==> config.mk <==
export PLATFORM = sky130hd
export DESIGN_NAME = sjis_to_glyph_index_flat
export DESIGN_NICKNAME = d
export VERILOG_FILES = /design/src/rtl/s2g_pkg.sv /design/src/rtl/s2g_code_if.sv /design/src/rtl/s2g_glyph_if.sv /design/src/rtl/sjis_to_glyph_index.sv /design/src/rtl/s2g_map.sv /design/src/flat_wrapper.sv
export SDC_FILE = /design/constraint.sdc
export NUM_CORES = 1
export LEC_CHECK = 0
export BUFFER_PORTS_ARGS = -buffer_cell sky130_fd_sc_hd__buf_2
export CORE_ASPECT_RATIO = 1.2
export CORE_MARGIN = 5
export CORE_UTILIZATION = 60
export CTS_CLUSTER_SIZE = 25
export DETAILED_ROUTE_END_ITERATION = 8
export GPL_ROUTABILITY_DRIVEN = 0
export MAX_ROUTING_LAYER = met4
export PLACE_DENSITY = 0.9
export SYNTH_ARGS = -nofsm -noshare
export SYNTH_HDL_FRONTEND = slang
export SYNTH_SLANG_ARGS = --single-unit
==> constraint.sdc <==
create_clock -name clk_i -period 8.5 [get_ports clk_i]
set_clock_uncertainty 0.2 [all_clocks]
set_input_delay 0.85 -clock clk_i [delete_from_list [all_inputs] [get_ports clk_i]]
set_output_delay 0.85 -clock clk_i [all_outputs]
set_load 0.02 [all_outputs]
==> src/rtl/s2g_pkg.sv <==
// Shared types and constants for the Shift-JIS to glyph index mapper.
// Used by the mapping logic and the top level; no dependencies.
`default_nettype none

package s2g_pkg;

  // Font mode register codes. The fourth code behaves as the large font.
  typedef enum logic [1:0] {
    MODE_SMALL     = 2'd0,
    MODE_LARGE     = 2'd1,
    MODE_ALT       = 2'd2,
    MODE_LARGE_ALT = 2'd3
  } glyph_mode_e;

  localparam int unsigned CodeW  = 16;
  localparam int unsigned ByteW  = 8;

  // Lead byte of the end-of-text marker and lead bytes of the rows that carry glyphs.
  localparam logic [ByteW-1:0] LeadEnd    = 8'h00;
  localparam logic [ByteW-1:0] LeadSymbol = 8'h81;
  localparam logic [ByteW-1:0] LeadKana   = 8'h82;
  localparam logic [ByteW-1:0] LeadKata   = 8'h83;

  // Alternate table offsets.
  localparam logic [CodeW-1:0] AltOffs81 = 16'h7EC0;
  localparam logic [CodeW-1:0] AltOffs82 = 16'h7DC0;
  localparam logic [CodeW-1:0] AltBit82  = 16'h0400;

  // One result beat.
  typedef struct packed {
    logic [CodeW-1:0] glyph_index;
    logic             matched;
    logic             end_of_text;
  } glyph_res_t;

endpackage

`default_nettype wire

==> src/rtl/s2g_code_if.sv <==
// Handshake channel that carries one Shift-JIS character code per beat.
// Depends on nothing.
`default_nettype none

interface s2g_code_if;
  logic        valid;
  logic        ready;
  logic [15:0] char_code;

  modport source (output valid, output char_code, input ready);
  modport sink   (input valid, input char_code, output ready);
endinterface

`default_nettype wire

==> src/rtl/s2g_glyph_if.sv <==
// Handshake channel that carries one glyph result per beat.
// Depends on nothing.
`default_nettype none

interface s2g_glyph_if;
  logic        valid;
  logic        ready;
  logic [15:0] glyph_index;
  logic        matched;
  logic        end_of_text;

  modport source (output valid, output glyph_index, output matched, output end_of_text,
                  input ready);
  modport sink   (input valid, input glyph_index, input matched, input end_of_text,
                  output ready);
endinterface

`default_nettype wire

==> src/rtl/sjis_to_glyph_index.sv <==
// Top level of the Shift-JIS to glyph index mapper.
// Depends on s2g_pkg, s2g_code_if, s2g_glyph_if and s2g_map.
`default_nettype none

// Maps each two-byte Shift-JIS code beat to a glyph index beat. One beat is
// accepted per clock cycle when not stalled; each beat passes through the
// input register and then the result register, with the mapping logic
// between them. Back-pressure on the result channel stalls both stages; the
// pipeline keeps accepting while a stage ahead can move. The font mode register
// (0 small, 1 large, 2 alternate table, 3 as large) is written with cfg_we_i
// and should only change while no beat is in flight.
module sjis_to_glyph_index (
  input  wire logic       clk_i,
  input  wire logic       rst_ni,
  input  wire logic       cfg_we_i,
  input  wire logic [1:0] cfg_wdata_i,
  s2g_code_if.sink        code_i,
  s2g_glyph_if.source     glyph_o
);
  import s2g_pkg::*;

  glyph_mode_e      mode_q;
  logic [CodeW-1:0] code_q;
  logic             code_vld_q;
  glyph_res_t       res_d;
  glyph_res_t       res_q;
  logic             res_vld_q;
  logic             res_en;
  logic             code_en;

  // Stage enables: a stage loads when it is empty or its contents move on.
  assign res_en       = !res_vld_q || glyph_o.ready;
  assign code_en      = !code_vld_q || res_en;
  assign code_i.ready = code_en;

  // Mode register.
  always_ff @(posedge clk_i or negedge rst_ni) begin
    if (!rst_ni) begin
      mode_q <= MODE_SMALL;
    end else if (cfg_we_i) begin
      mode_q <= glyph_mode_e'(cfg_wdata_i);
    end
  end

  // Input stage valid.
  always_ff @(posedge clk_i or negedge rst_ni) begin
    if (!rst_ni) begin
      code_vld_q <= 1'b0;
    end else if (code_en) begin
      code_vld_q <= code_i.valid;
    end
  end

  // Input stage payload.
  always_ff @(posedge clk_i) begin
    if (code_en && code_i.valid) begin
      code_q <= code_i.char_code;
    end
  end

  s2g_map u_map (
    .code_i (code_q),
    .mode_i (mode_q),
    .res_o  (res_d)
  );

  // Result stage valid.
  always_ff @(posedge clk_i or negedge rst_ni) begin
    if (!rst_ni) begin
      res_vld_q <= 1'b0;
    end else if (res_en) begin
      res_vld_q <= code_vld_q;
    end
  end

  // Result stage payload.
  always_ff @(posedge clk_i) begin
    if (res_en && code_vld_q) begin
      res_q <= res_d;
    end
  end

  assign glyph_o.valid       = res_vld_q;
  assign glyph_o.glyph_index = res_q.glyph_index;
  assign glyph_o.matched     = res_q.matched;
  assign glyph_o.end_of_text = res_q.end_of_text;

endmodule

`default_nettype wire

==> src/rtl/s2g_map.sv <==
// Combinational mapping of one character code to a glyph result.
// Depends on s2g_pkg.
`default_nettype none

module s2g_map (
  input  logic [15:0]         code_i,
  input  s2g_pkg::glyph_mode_e mode_i,
  output s2g_pkg::glyph_res_t  res_o
);
  import s2g_pkg::*;

  logic [ByteW-1:0] lead;
  logic [ByteW-1:0] trail;
  logic             half;
  logic             sym_hit;
  logic [4:0]       sym_glyph;
  logic             font_hit;
  logic [CodeW-1:0] font_glyph;
  logic [CodeW-1:0] alt_glyph;
  logic             alt_hit;
  logic             eot;

  // Fixed list of punctuation and symbols in the 0x81 row.
  function automatic logic [5:0] sym_lookup(input logic [ByteW-1:0] t);
    logic [5:0] r;
    r = '0;
    unique case (t)
      8'h40: r = {1'b1, 5'd0};
      8'h5E: r = {1'b1, 5'd1};
      8'h5B: r = {1'b1, 5'd2};
      8'h5C: r = {1'b1, 5'd2};
      8'h5D: r = {1'b1, 5'd2};
      8'h51: r = {1'b1, 5'd3};
      8'h44: r = {1'b1, 5'd4};
      8'h7B: r = {1'b1, 5'd5};
      8'h49: r = {1'b1, 5'd6};
      8'h48: r = {1'b1, 5'd7};
      8'h94: r = {1'b1, 5'd8};
      8'h93: r = {1'b1, 5'd9};
      8'h8D: r = {1'b1, 5'd10};
      8'h8B: r = {1'b1, 5'd11};
      8'h96: r = {1'b1, 5'd12};
      8'h68: r = {1'b1, 5'd13};
      8'h90: r = {1'b1, 5'd14};
      8'h95: r = {1'b1, 5'd15};
      8'h66: r = {1'b1, 5'd16};
      8'h69: r = {1'b1, 5'd17};
      8'h6A: r = {1'b1, 5'd18};
      8'h81: r = {1'b1, 5'd19};
      8'h60: r = {1'b1, 5'd20};
      8'h62: r = {1'b1, 5'd21};
      8'h97: r = {1'b1, 5'd22};
      8'h65: r = {1'b1, 5'd23};
      8'h75: r = {1'b1, 5'd24};
      8'h76: r = {1'b1, 5'd25};
      8'h6F: r = {1'b1, 5'd26};
      8'h70: r = {1'b1, 5'd27};
      8'h41: r = {1'b1, 5'd28};
      8'h42: r = {1'b1, 5'd29};
      8'h83: r = {1'b1, 5'd30};
      8'h84: r = {1'b1, 5'd31};
      default: r = '0;
    endcase
    return r;
  endfunction

  // Offset from the start of a range plus a base that the small font halves.
  function automatic logic [CodeW-1:0] span_glyph(input logic [ByteW-1:0] t,
                                                  input logic [ByteW-1:0] first,
                                                  input logic [CodeW-1:0] base,
                                                  input logic             h);
    logic [CodeW-1:0] b;
    b = h ? (base >> 1) : base;
    return {{(CodeW-ByteW){1'b0}}, t - first} + b;
  endfunction

  assign lead  = code_i[15:8];
  assign trail = code_i[7:0];
  assign half  = (mode_i == MODE_SMALL);
  assign eot   = (lead == LeadEnd);
  assign {sym_hit, sym_glyph} = sym_lookup(trail);

  // Small and large font rules.
  always_comb begin
    font_hit   = 1'b0;
    font_glyph = '0;
    unique case (lead)
      LeadSymbol: begin
        if (sym_hit) begin
          font_hit   = 1'b1;
          font_glyph = {{(CodeW-5){1'b0}}, sym_glyph};
        end else if (trail > 8'h46) begin
          font_hit   = 1'b1;
          font_glyph = span_glyph(trail, 8'h46, 16'h0042, half);
        end
      end
      LeadKana: begin
        font_hit = 1'b1;
        priority if (trail >= 8'h4F && trail <= 8'h58)
          font_glyph = span_glyph(trail, 8'h4F, 16'h0080, half);
        else if (trail >= 8'h60 && trail <= 8'h79)
          font_glyph = span_glyph(trail, 8'h60, 16'h00C0, half);
        else if (trail >= 8'h81 && trail <= 8'h9A)
          font_glyph = span_glyph(trail, 8'h81, 16'h0100, half);
        else if (trail >= 8'h9F && trail <= 8'hBE)
          font_glyph = span_glyph(trail, 8'h9F, 16'h0140, half);
        else if (trail >= 8'hBF && trail <= 8'hDE)
          font_glyph = span_glyph(trail, 8'hBF, 16'h0180, half);
        else if (trail >= 8'hDF && trail <= 8'hFE)
          font_glyph = span_glyph(trail, 8'hDF, 16'h01C0, half);
        else
          font_hit = 1'b0;
      end
      LeadKata: begin
        // The small font also pulls katakana bases down by 0xC0 before halving, except for trails 0xBF-0xC0.
        font_hit = 1'b1;
        priority if (trail >= 8'h40 && trail <= 8'h5F)
          font_glyph = span_glyph(trail, 8'h40, half ? 16'h0140 : 16'h0200, half);
        else if (trail >= 8'h60 && trail <= 8'h7E)
          font_glyph = span_glyph(trail, 8'h60, half ? 16'h0180 : 16'h0240, half);
        else if (trail == 8'h80)
          font_glyph = half ? 16'h00CF : 16'h025F;
        else if (trail >= 8'h81 && trail <= 8'h96)
          font_glyph = span_glyph(trail, 8'h81, half ? 16'h01C0 : 16'h0280, half);
        else if (trail >= 8'hBF && trail <= 8'hC0)
          font_glyph = span_glyph(trail, 8'hBF, 16'h0040, half);
        else
          font_hit = 1'b0;
      end
      default: begin
        font_hit   = 1'b0;
        font_glyph = '0;
      end
    endcase
  end

  // Alternate table: rows 0x81 and 0x82 only.
  always_comb begin
    alt_hit   = 1'b0;
    alt_glyph = '0;
    if (lead == LeadSymbol) begin
      alt_hit   = 1'b1;
      alt_glyph = code_i + AltOffs81;
    end else if (lead == LeadKana) begin
      alt_hit   = 1'b1;
      alt_glyph = (code_i + AltOffs82) | AltBit82;
    end
  end

  // Select by mode and clear the index when nothing applied.
  always_comb begin
    res_o.end_of_text = eot;
    res_o.matched     = 1'b0;
    res_o.glyph_index = '0;
    if (!eot) begin
      unique case (mode_i)
        MODE_ALT: begin
          res_o.matched     = alt_hit;
          res_o.glyph_index = alt_hit ? alt_glyph : '0;
        end
        MODE_SMALL, MODE_LARGE, MODE_LARGE_ALT: begin
          res_o.matched     = font_hit;
          res_o.glyph_index = font_hit ? font_glyph : '0;
        end
        default: begin
          res_o.matched     = 1'b0;
          res_o.glyph_index = '0;
        end
      endcase
    end
  end

endmodule

`default_nettype wire
==> src/flat_wrapper.sv <==
// flat-port wrapper written by rule: the top's interface ports become plain ports
module sjis_to_glyph_index_flat import s2g_pkg::*;
  (clk_i, rst_ni, cfg_we_i, cfg_wdata_i, code_i_valid, code_i_char_code, code_i_ready, glyph_o_valid, glyph_o_glyph_index, glyph_o_matched, glyph_o_end_of_text, glyph_o_ready);
  s2g_code_if code_i_i ();
  s2g_glyph_if glyph_o_i ();
  input  wire logic clk_i;
  input  wire logic rst_ni;
  input  wire logic cfg_we_i;
  input  wire logic [1:0] cfg_wdata_i;
  input wire logic [$bits(code_i_i.valid)-1:0] code_i_valid;
  input wire logic [$bits(code_i_i.char_code)-1:0] code_i_char_code;
  output wire logic [$bits(code_i_i.ready)-1:0] code_i_ready;
  output wire logic [$bits(glyph_o_i.valid)-1:0] glyph_o_valid;
  output wire logic [$bits(glyph_o_i.glyph_index)-1:0] glyph_o_glyph_index;
  output wire logic [$bits(glyph_o_i.matched)-1:0] glyph_o_matched;
  output wire logic [$bits(glyph_o_i.end_of_text)-1:0] glyph_o_end_of_text;
  input wire logic [$bits(glyph_o_i.ready)-1:0] glyph_o_ready;
  assign code_i_i.valid = code_i_valid;
  assign code_i_i.char_code = code_i_char_code;
  assign code_i_ready = code_i_i.ready;
  assign glyph_o_valid = glyph_o_i.valid;
  assign glyph_o_glyph_index = glyph_o_i.glyph_index;
  assign glyph_o_matched = glyph_o_i.matched;
  assign glyph_o_end_of_text = glyph_o_i.end_of_text;
  assign glyph_o_i.ready = glyph_o_ready;
  sjis_to_glyph_index u_core (.clk_i(clk_i), .rst_ni(rst_ni), .cfg_we_i(cfg_we_i), .cfg_wdata_i(cfg_wdata_i), .code_i(code_i_i), .glyph_o(glyph_o_i));
endmodule
==> summary.md, run 1 <==
| Metric | Value |
|---|---|
| First drt pass iteration count | `9` |
| Max-slew violation count | `0` |
| Leak | `1.97 nW` |
| Nets | `669` |
| Layout Area Growth over Synthesis | `5.62%` |
| Starting DRT DRC Count | `1041` |
| Post-Syn Nets | `655` |
| Global route hottest layer | `met2` |
| Maximum vdd drop | `81.8 uV` |
| CTS max path bufs | `2` |
| Vias in the first global route | `4899` |
| Crit path cell chain | `inv_1 > ha_1 > and2_1 > nand3_1 > o311ai_2 > nor3_1 > a21oi_1 > a311oi_2 > o21bai_1 > o221ai_1` |
| Final Setup Violations | `0` |
| Post-route minimum period | `4.71 ns` |
| Layout cells sized above 1 | `0.142` |
| YS warnings | `0` |
| Detailed Route WL | `15400 microns` |
| DP Cell Count | `684` |
| First-pass GRT wire length | `24300 microns` |
| # IOs | `43` |
| Routed vias/inst | `7.50` |
| Number of port buffers | `42` |
| Setup ws final | `3.79 ns` |
| Chip width | `92.3 microns` |
| Unrepaired setup endpoints after global routing | `no` |
| Placed Area | `5050 sq um` |
| Cell Rows | `36` |
| Routed via count | `5200` |
| Ranking of synthesized cells by area | `edfxtp_1 21%, ha_1 11%, nand2_1 4.4%` |
| Met2 usage | `0.482` |
| Die area | `10000 sq um` |
| Initial antenna violation count | `1` |
| Main flop type after synthesis | `edfxtp_1` |
| CTS sink count | `38` |
| DP HPWL | `11000 microns` |
| CP startpoint kind | `flop` |
| Share of synthesized registers carrying an async set or reset | `0.105` |
| GRT Total Usage | `0.313` |
| Critical Path Max Stage Delay | `0.79 ns` |
| Clk Latency, worst-skew pair | `0.31 ns` |
| Total global routing overflow | `0` |
| Critical path class | `flop to flop` |
| Most frequent cells in the layout | `57 x nand2_1, 43 x ha_1, 42 x buf_2, 39 x a21oi_1, 34 x edfxtp_1` |
| CTS clock-pin slew for the worst setup and hold paths | `0.10 ns` |
| Critical-path top delay cell | `a311oi_2` |
| Initial Utilization | `0.608` |
| Cts repair resizes | `0` |
| Number of synthesized flops with an enable pin | `34` |
| Met1 usage | `0.367` |
| Hold buffers post-CTS | `0` |
| Period utilisation layout | `0.555` |
| Area of the mapped netlist | `4880 sq um` |
| Largest net degree at the start of global routing | `57` |
| Syn_area_per_cell | `8.38 sq um` |
| Cell area after layout | `5150 sq um` |
| Failing checks | `DRC` |
| Fmax | `0.212 GHz` |
| Max_slew headroom | `0.323` |
| Critical Path Fanout Max | `17` |
| Run status | `finished with violations` |
| P per Cell Area | `119 nW/um^2` |
| Post-synth top area cell | `edfxtp_1` |
| Worst-margin pin slew | `1.02 ns` |
| Vert. Die Dim | `109 microns` |
| CTS H-tree lvls | `2` |
| Final ANT Viol Nets | `0` |
| HP Class | `primary input to asynchronous set/reset pin` |
| CP Capture Type | `flop` |
| Sequential fraction of the synthesis area | `0.230` |
| CTS Root Cell | `clkbuf_8` |
| Critical path required time | `8.31 ns` |
| Fin. Hold Viols | `0` |
| Setup TNS | `0 ns` |
| Core area | `8020 sq um` |
| TritonCTS clock tree | `done` |
| Hold Slack | `0.140 ns` |
| Postcts setup bufs | `0` |
| Total CTS buffers | `5` |
| Pre-CTS WS | `4.20 ns` |
| Share of Yosys cell area claimed by the top area cell type | `0.209` |
| Non-Filler Instances | `693` |
| Arrival time worst endpoint | `4.53 ns` |
| Cell count after synthesis | `582` |
| Number of synthesized register bits | `38` |
| Met3 usage | `0.0759` |
| Commonest non-fill, non-tap cell in the layout | `nand2_1` |
| Avg WL per Cell | `22.2 microns` |
| DRC errors left | `13` |
| Post-synth cell types | `87` |
| Max-cap violations | `0` |
power by group:
group          total (mW)  switching (mW)  internal, mW
clock network       0.139          0.0739        0.0654
registers           0.227          0.0106         0.217
logic               0.245           0.158        0.0863
registers in the layout, summed over array words and instances, names as in the netlist:
signal	cells
u_core.code_q	16
u_core.glyph_o.glyph_index	16
u_core.mode_q	2
u_core.code_vld_q	1
u_core.glyph_o.end_of_text	1
u_core.glyph_o.matched	1
u_core.glyph_o.valid	1
synthesized netlist by cell type (4+ instances only):
master / count
o211ai_1: 7
a211oi_1: 7
xnor2_1: 21
a22oi_1: 4
o21bai_1: 4
inv_1: 23
edfxtp_1: 34
nand3b_1: 6
nor2_1: 31
nor2b_1: 9
o221ai_1: 7
nor3b_1: 4
ha_1: 43
dfrtp_1: 4
or3_1: 4
nor3_1: 19
o21ai_0: 33
a21o_1: 10
or2_2: 5
a21oi_1: 39
buf_1: 5
and2_1: 7
buf_2: 11
a221oi_1: 6
mux2i_1: 4
a31oi_1: 13
nand2b_1: 13
xor2_1: 6
o22ai_1: 7
and3_1: 11
clkbuf_1: 18
nand2_1: 57
nand3_1: 20
buf_4: 4
fa_1: 7
path summary, 6_finish.rpt:
kind	start	endpoint	slack, ns	cells past startpoint
max	u_core.code_q[7]	u_core.glyph_o.glyph_index[4]	3.79	10
min	rst_ni	u_core.glyph_o.valid	0.14	1
max reg2reg	u_core.code_q[7]	u_core.glyph_o.glyph_index[4]	3.79	10
min reg2reg	u_core.code_vld_q	u_core.glyph_o.valid	0.30	1
max in group asynchronous	rst_ni	u_core.code_vld_q	7.85	1
min in group clk_i	u_core.code_vld_q	u_core.glyph_o.valid	0.30	1
area by class of cell:
type	count	area, sq um
timing repair buffer	46	240
fill	651	2870
multi-input combinational	481	3480
sequential	38	1120
tap	95	119
clock buffer	6	82.6
antenna	1	2.50
clock inverter	2	12.5
inverter	24	90.1
per-layer routing:
metal / vias up / share of wire
li1: 2219 / -
met1: 2318 / 0.35
met2: 498 / 0.44
met3: 165 / 0.12
met4: 0 / 0.081
met5: - / 0
cells by family after synthesis:
logic type	count (synthesis)	synth area share
simple gates	210	0.232
compound gates	186	0.273
buf+inv	63	0.0559
fa+ha+maj	50	0.139
flops	38	0.230
xor+xnor	29	0.0565
mux	6	0.0128
worst max-delay path, delay by kind of cell, from the launching register on:
kind	cells	cell delay (ns)
DFF	1	0.74
buffers and inverters	1	0.44
adders and majority gates	1	0.44
AOI/OAI and AO/OA	5	1.53
and+or+nand+nor	3	1.04
metrics by stage:
step	util	power [mW]
after floorplan	-	0.402
after global routing	0.642	0.638
final	0.642	0.612
after CTS	0.642	0.599
after global placement	0.630	0.454
after detailed placement	0.630	0.464
Power figures use the tool's default switching activity.
==> inputs of run 2 (changes only) <==
==> constraint.sdc (replaced) <==
create_clock -name clk_i -period 4.57 [get_ports clk_i]
set_clock_uncertainty 0.2 [all_clocks]
set_input_delay 0.457 -clock clk_i [delete_from_list [all_inputs] [get_ports clk_i]]
set_output_delay 0.457 -clock clk_i [all_outputs]
set_load 0.02 [all_outputs]
==> run 2 against run 1 <==
  * The run still ends with DRC left
  * Die area unchanged
  * Largest power group unchanged
  * Critical endpoint is now u_core.glyph_o.glyph_index[7]
  * Count of clock-buffer cells in the layout down 1
  * Total power up 100%
  * Clock power rose to 2.5 times the previous value
==> summary.md, run 2 (same netlist as run 1, synthesis figures left out) <==
| Metric | Value |
|---|---|
| Postcts setup bufs | `0 (unchanged)` |
| Final core occ | `0.659 (was 0.642)` |
| Crit path to | `u_core.glyph_o.glyph_index[7] (was u_core.glyph_o.glyph_index[4])` |
| CP startpoint kind | `flop (unchanged)` |
| Critical-path top delay cell | `edfxtp_1 (was a311oi_2)` |
| Period utilisation layout | `0.899 (was 0.555)` |
| TritonCTS clock tree | `done (unchanged)` |
| Power, Total | `1.24 mW (was 0.612 mW)` |
| Routed via count | `5220 (was 5200)` |
| Final Setup Violations | `0 (unchanged)` |
| Max-slew violation count | `0 (unchanged)` |
| CP Capture Type | `flop (unchanged)` |
| Leak | `2.05 nW (was 1.97 nW)` |
| Vert. Die Dim | `109 microns (unchanged)` |
| Initial Utilization | `0.608 (unchanged)` |
| CTS max path bufs | `2 (unchanged)` |
| Cell Rows | `36 (unchanged)` |
| Fin. Hold Viols | `0 (unchanged)` |
| Initial antenna violation count | `0 (was 1)` |
| Critical path required time | `4.42 ns (was 8.31 ns)` |
| Core area | `8020 sq um (unchanged)` |
| CTS sink count | `38 (unchanged)` |
| GRT Total Usage | `0.322 (was 0.313)` |
| Nets | `681 (was 669)` |
| First-pass GRT wire length | `24700 microns (was 24300 microns)` |
| Worst Setup SP | `u_core.code_q[1] (was u_core.code_q[7])` |
| Top cell by count, worst path | `ha_1` |
| CTS clock-pin slew for the worst setup and hold paths | `0.08 ns (was 0.10 ns)` |
| P per Cell Area | `235 nW/um^2 (was 119 nW/um^2)` |
| Cts repair resizes | `0 (unchanged)` |
| Clk Latency, worst-skew pair | `0.32 ns (was 0.31 ns)` |
| Setup TNS | `0 ns (unchanged)` |
| Number of port buffers | `42 (unchanged)` |
| Critical path class | `flop to flop (unchanged)` |
| Run status | `finished with violations (unchanged)` |
| Worst-margin pin slew | `0.857 ns (was 1.02 ns)` |
| Commonest non-fill, non-tap cell in the layout | `nand2_1 (unchanged)` |
| CTS H-tree lvls | `2 (unchanged)` |
| Fmax | `0.243 GHz (was 0.212 GHz)` |
| Unrepaired setup endpoints after global routing | `no (unchanged)` |
| Total CTS buffers | `5 (unchanged)` |
| Failing checks | `DRC (unchanged)` |
| Layout Area Growth over Synthesis | `8.34% (was 5.62%)` |
| Ant diodes | `0 (was 1)` |
| Reg-to-reg endpoint | `u_core.glyph_o.glyph_index[7] (was u_core.glyph_o.glyph_index[4])` |
| First drt pass iteration count | `9 (unchanged)` |
| CTS Root Cell | `clkbuf_8 (unchanged)` |
| Total global routing overflow | `0 (unchanged)` |
| Final ANT Viol Nets | `0 (unchanged)` |
| Maximum vdd drop | `243 uV (was 81.8 uV)` |
| Worst path top cell family by delay | `adder cells (was compound AO/OA/AOI/OAI gates)` |
| Arrival time worst endpoint | `3.96 ns (was 4.53 ns)` |
| Most frequent cells in the layout | `57 x nand2_1, 43 x ha_1, 42 x buf_2, 39 x a21oi_1, 34 x edfxtp_1 (unchanged)` |
| Crit path cell chain | `ha_1 > and4_1 > xnor2_1 > inv_1 > ha_1 > fa_1 > xor2_1 > a211oi_2 > o21ai_1 > a41oi_2 > a2111oi_2 > o22ai_1 (was inv_1 > ha_1 > and2_1 > nand3_1 > o311ai_2 > nor3_1 > a21oi_1 > a311oi_2 > o21bai_1 > o221ai_1)` |
| DP HPWL | `11300 microns (was 11000 microns)` |
| Starting DRT DRC Count | `1082 (was 1041)` |
| Largest net degree at the start of global routing | `39 (was 57)` |
| Critical path depth in cells | `12 (was 10)` |
| Routed vias/inst | `7.41 (was 7.50)` |
| Critical Path Fanout Max | `14 (was 17)` |
| # IOs | `43 (unchanged)` |
| Buf/Inv on CP | `1 (unchanged)` |
| R2R Setup Slk | `0.46 ns (was 3.79 ns)` |
| Die area | `10000 sq um (unchanged)` |
| Post-route minimum period | `4.11 ns (was 4.71 ns)` |
| Avg WL per Cell | `22.4 microns (was 22.2 microns)` |
| Layout cells sized above 1 | `0.158 (was 0.142)` |
| Max-cap violations | `0 (unchanged)` |
| HP Class | `primary input to flop (was primary input to asynchronous set/reset pin)` |
| Critical Path Max Stage Delay | `0.65 ns (was 0.79 ns)` |
| DRC errors left | `4 (was 13)` |
| Vias in the first global route | `4877 (was 4899)` |
| Reg-to-reg critical path startpoint | `u_core.code_q[1] (was u_core.code_q[7])` |
| Max_slew headroom | `0.428 (was 0.323)` |
| Reg2reg path depth | `12 (was 10)` |
| Detailed Route WL | `15700 microns (was 15400 microns)` |
| Chip width | `92.3 microns (unchanged)` |
[run 2: cell types whose count changed in the layout (fill, tap and decap cells not counted), sizes merged]
cell and delta:
buf +11, bufinv +2, clkbuf -1, clkinvlp -1, diode -1, dlygate4sd3 +1
[run 2: worst min path at each step]
| stage | slack, ns | depth (start not counted) | endpoint | from |
|---|---|---|---|---|
| floorplan | -0.04 | 0 | u_core.code_vld_q | rst_ni |
| global placement | 0.06 | 1 | u_core.glyph_o.valid | rst_ni |
| detailed placement | 0.06 | 1 | u_core.code_vld_q | rst_ni |
| CTS | 0.12 | 1 | u_core.code_q[5] | code_i_char_code[5] |
| global route | 0.12 | 1 | u_core.code_q[9] | code_i_char_code[9] |
| finish | 0.11 | 1 | u_core.code_q[3] | code_i_char_code[3] |
[run 2: area by class of cell]
class / instances / area [sq um]
fill: 653 / 2740
sequential: 38 / 1120
inverter: 24 / 90.1
clock buffer: 5 / 68.8
multi-input combinational: 481 / 3480
clock inverter: 3 / 68.8
timing repair buffer: 58 / 333
tap: 95 / 119
[run 2: timing repair]
item,in CTS,in global routing
endpoints found under the setup margin,0,0
hold endpoints to repair,4,0
hold buffers,1,0
[run 2: layer usage]
layer / GRT usage / wire, microns / vias to the layer above
met4: 0.206 / 1300 / 0
met3: 0.0711 / 2040 / 160
met2: 0.497 / 7010 / 477
li1: - / - / 2237
met1: 0.381 / 5380 / 2346
met5: - / 0 / -
[run 2: worst register-to-register path, cell delays in order, from the launching register on]
cell and delay (ns):
edfxtp_1 0.65, ha_1 0.49, and4_1 0.38, xnor2_1 0.19
inv_1 0.09, ha_1 0.23, fa_1 0.42, xor2_1 0.18
a211oi_2 0.09, o21ai_1 0.18, a41oi_2 0.17, a2111oi_2 0.43
o22ai_1 0.15
[run 2: metrics by stage]
step                hold slack (ns)  std cells  worst slack (ns)  instance area (sq um)
CTS                           0.117        704             0.562                   5280
floorplan                   -0.0386        582             0.861                   4880
detailed placement           0.0648        695             0.587                   5130
global route                  0.117        704             0.320                   5280
global placement             0.0613        695             0.841                   5130
finish                        0.109        704             0.461                   5280
[run 2: where the power goes]
| group | internal, mW | switching [mW] |
|---|---|---|
| Combinational | 0.168 | 0.294 |
| Clock | 0.219 | 0.135 |
| Sequential | 0.404 | 0.0220 |
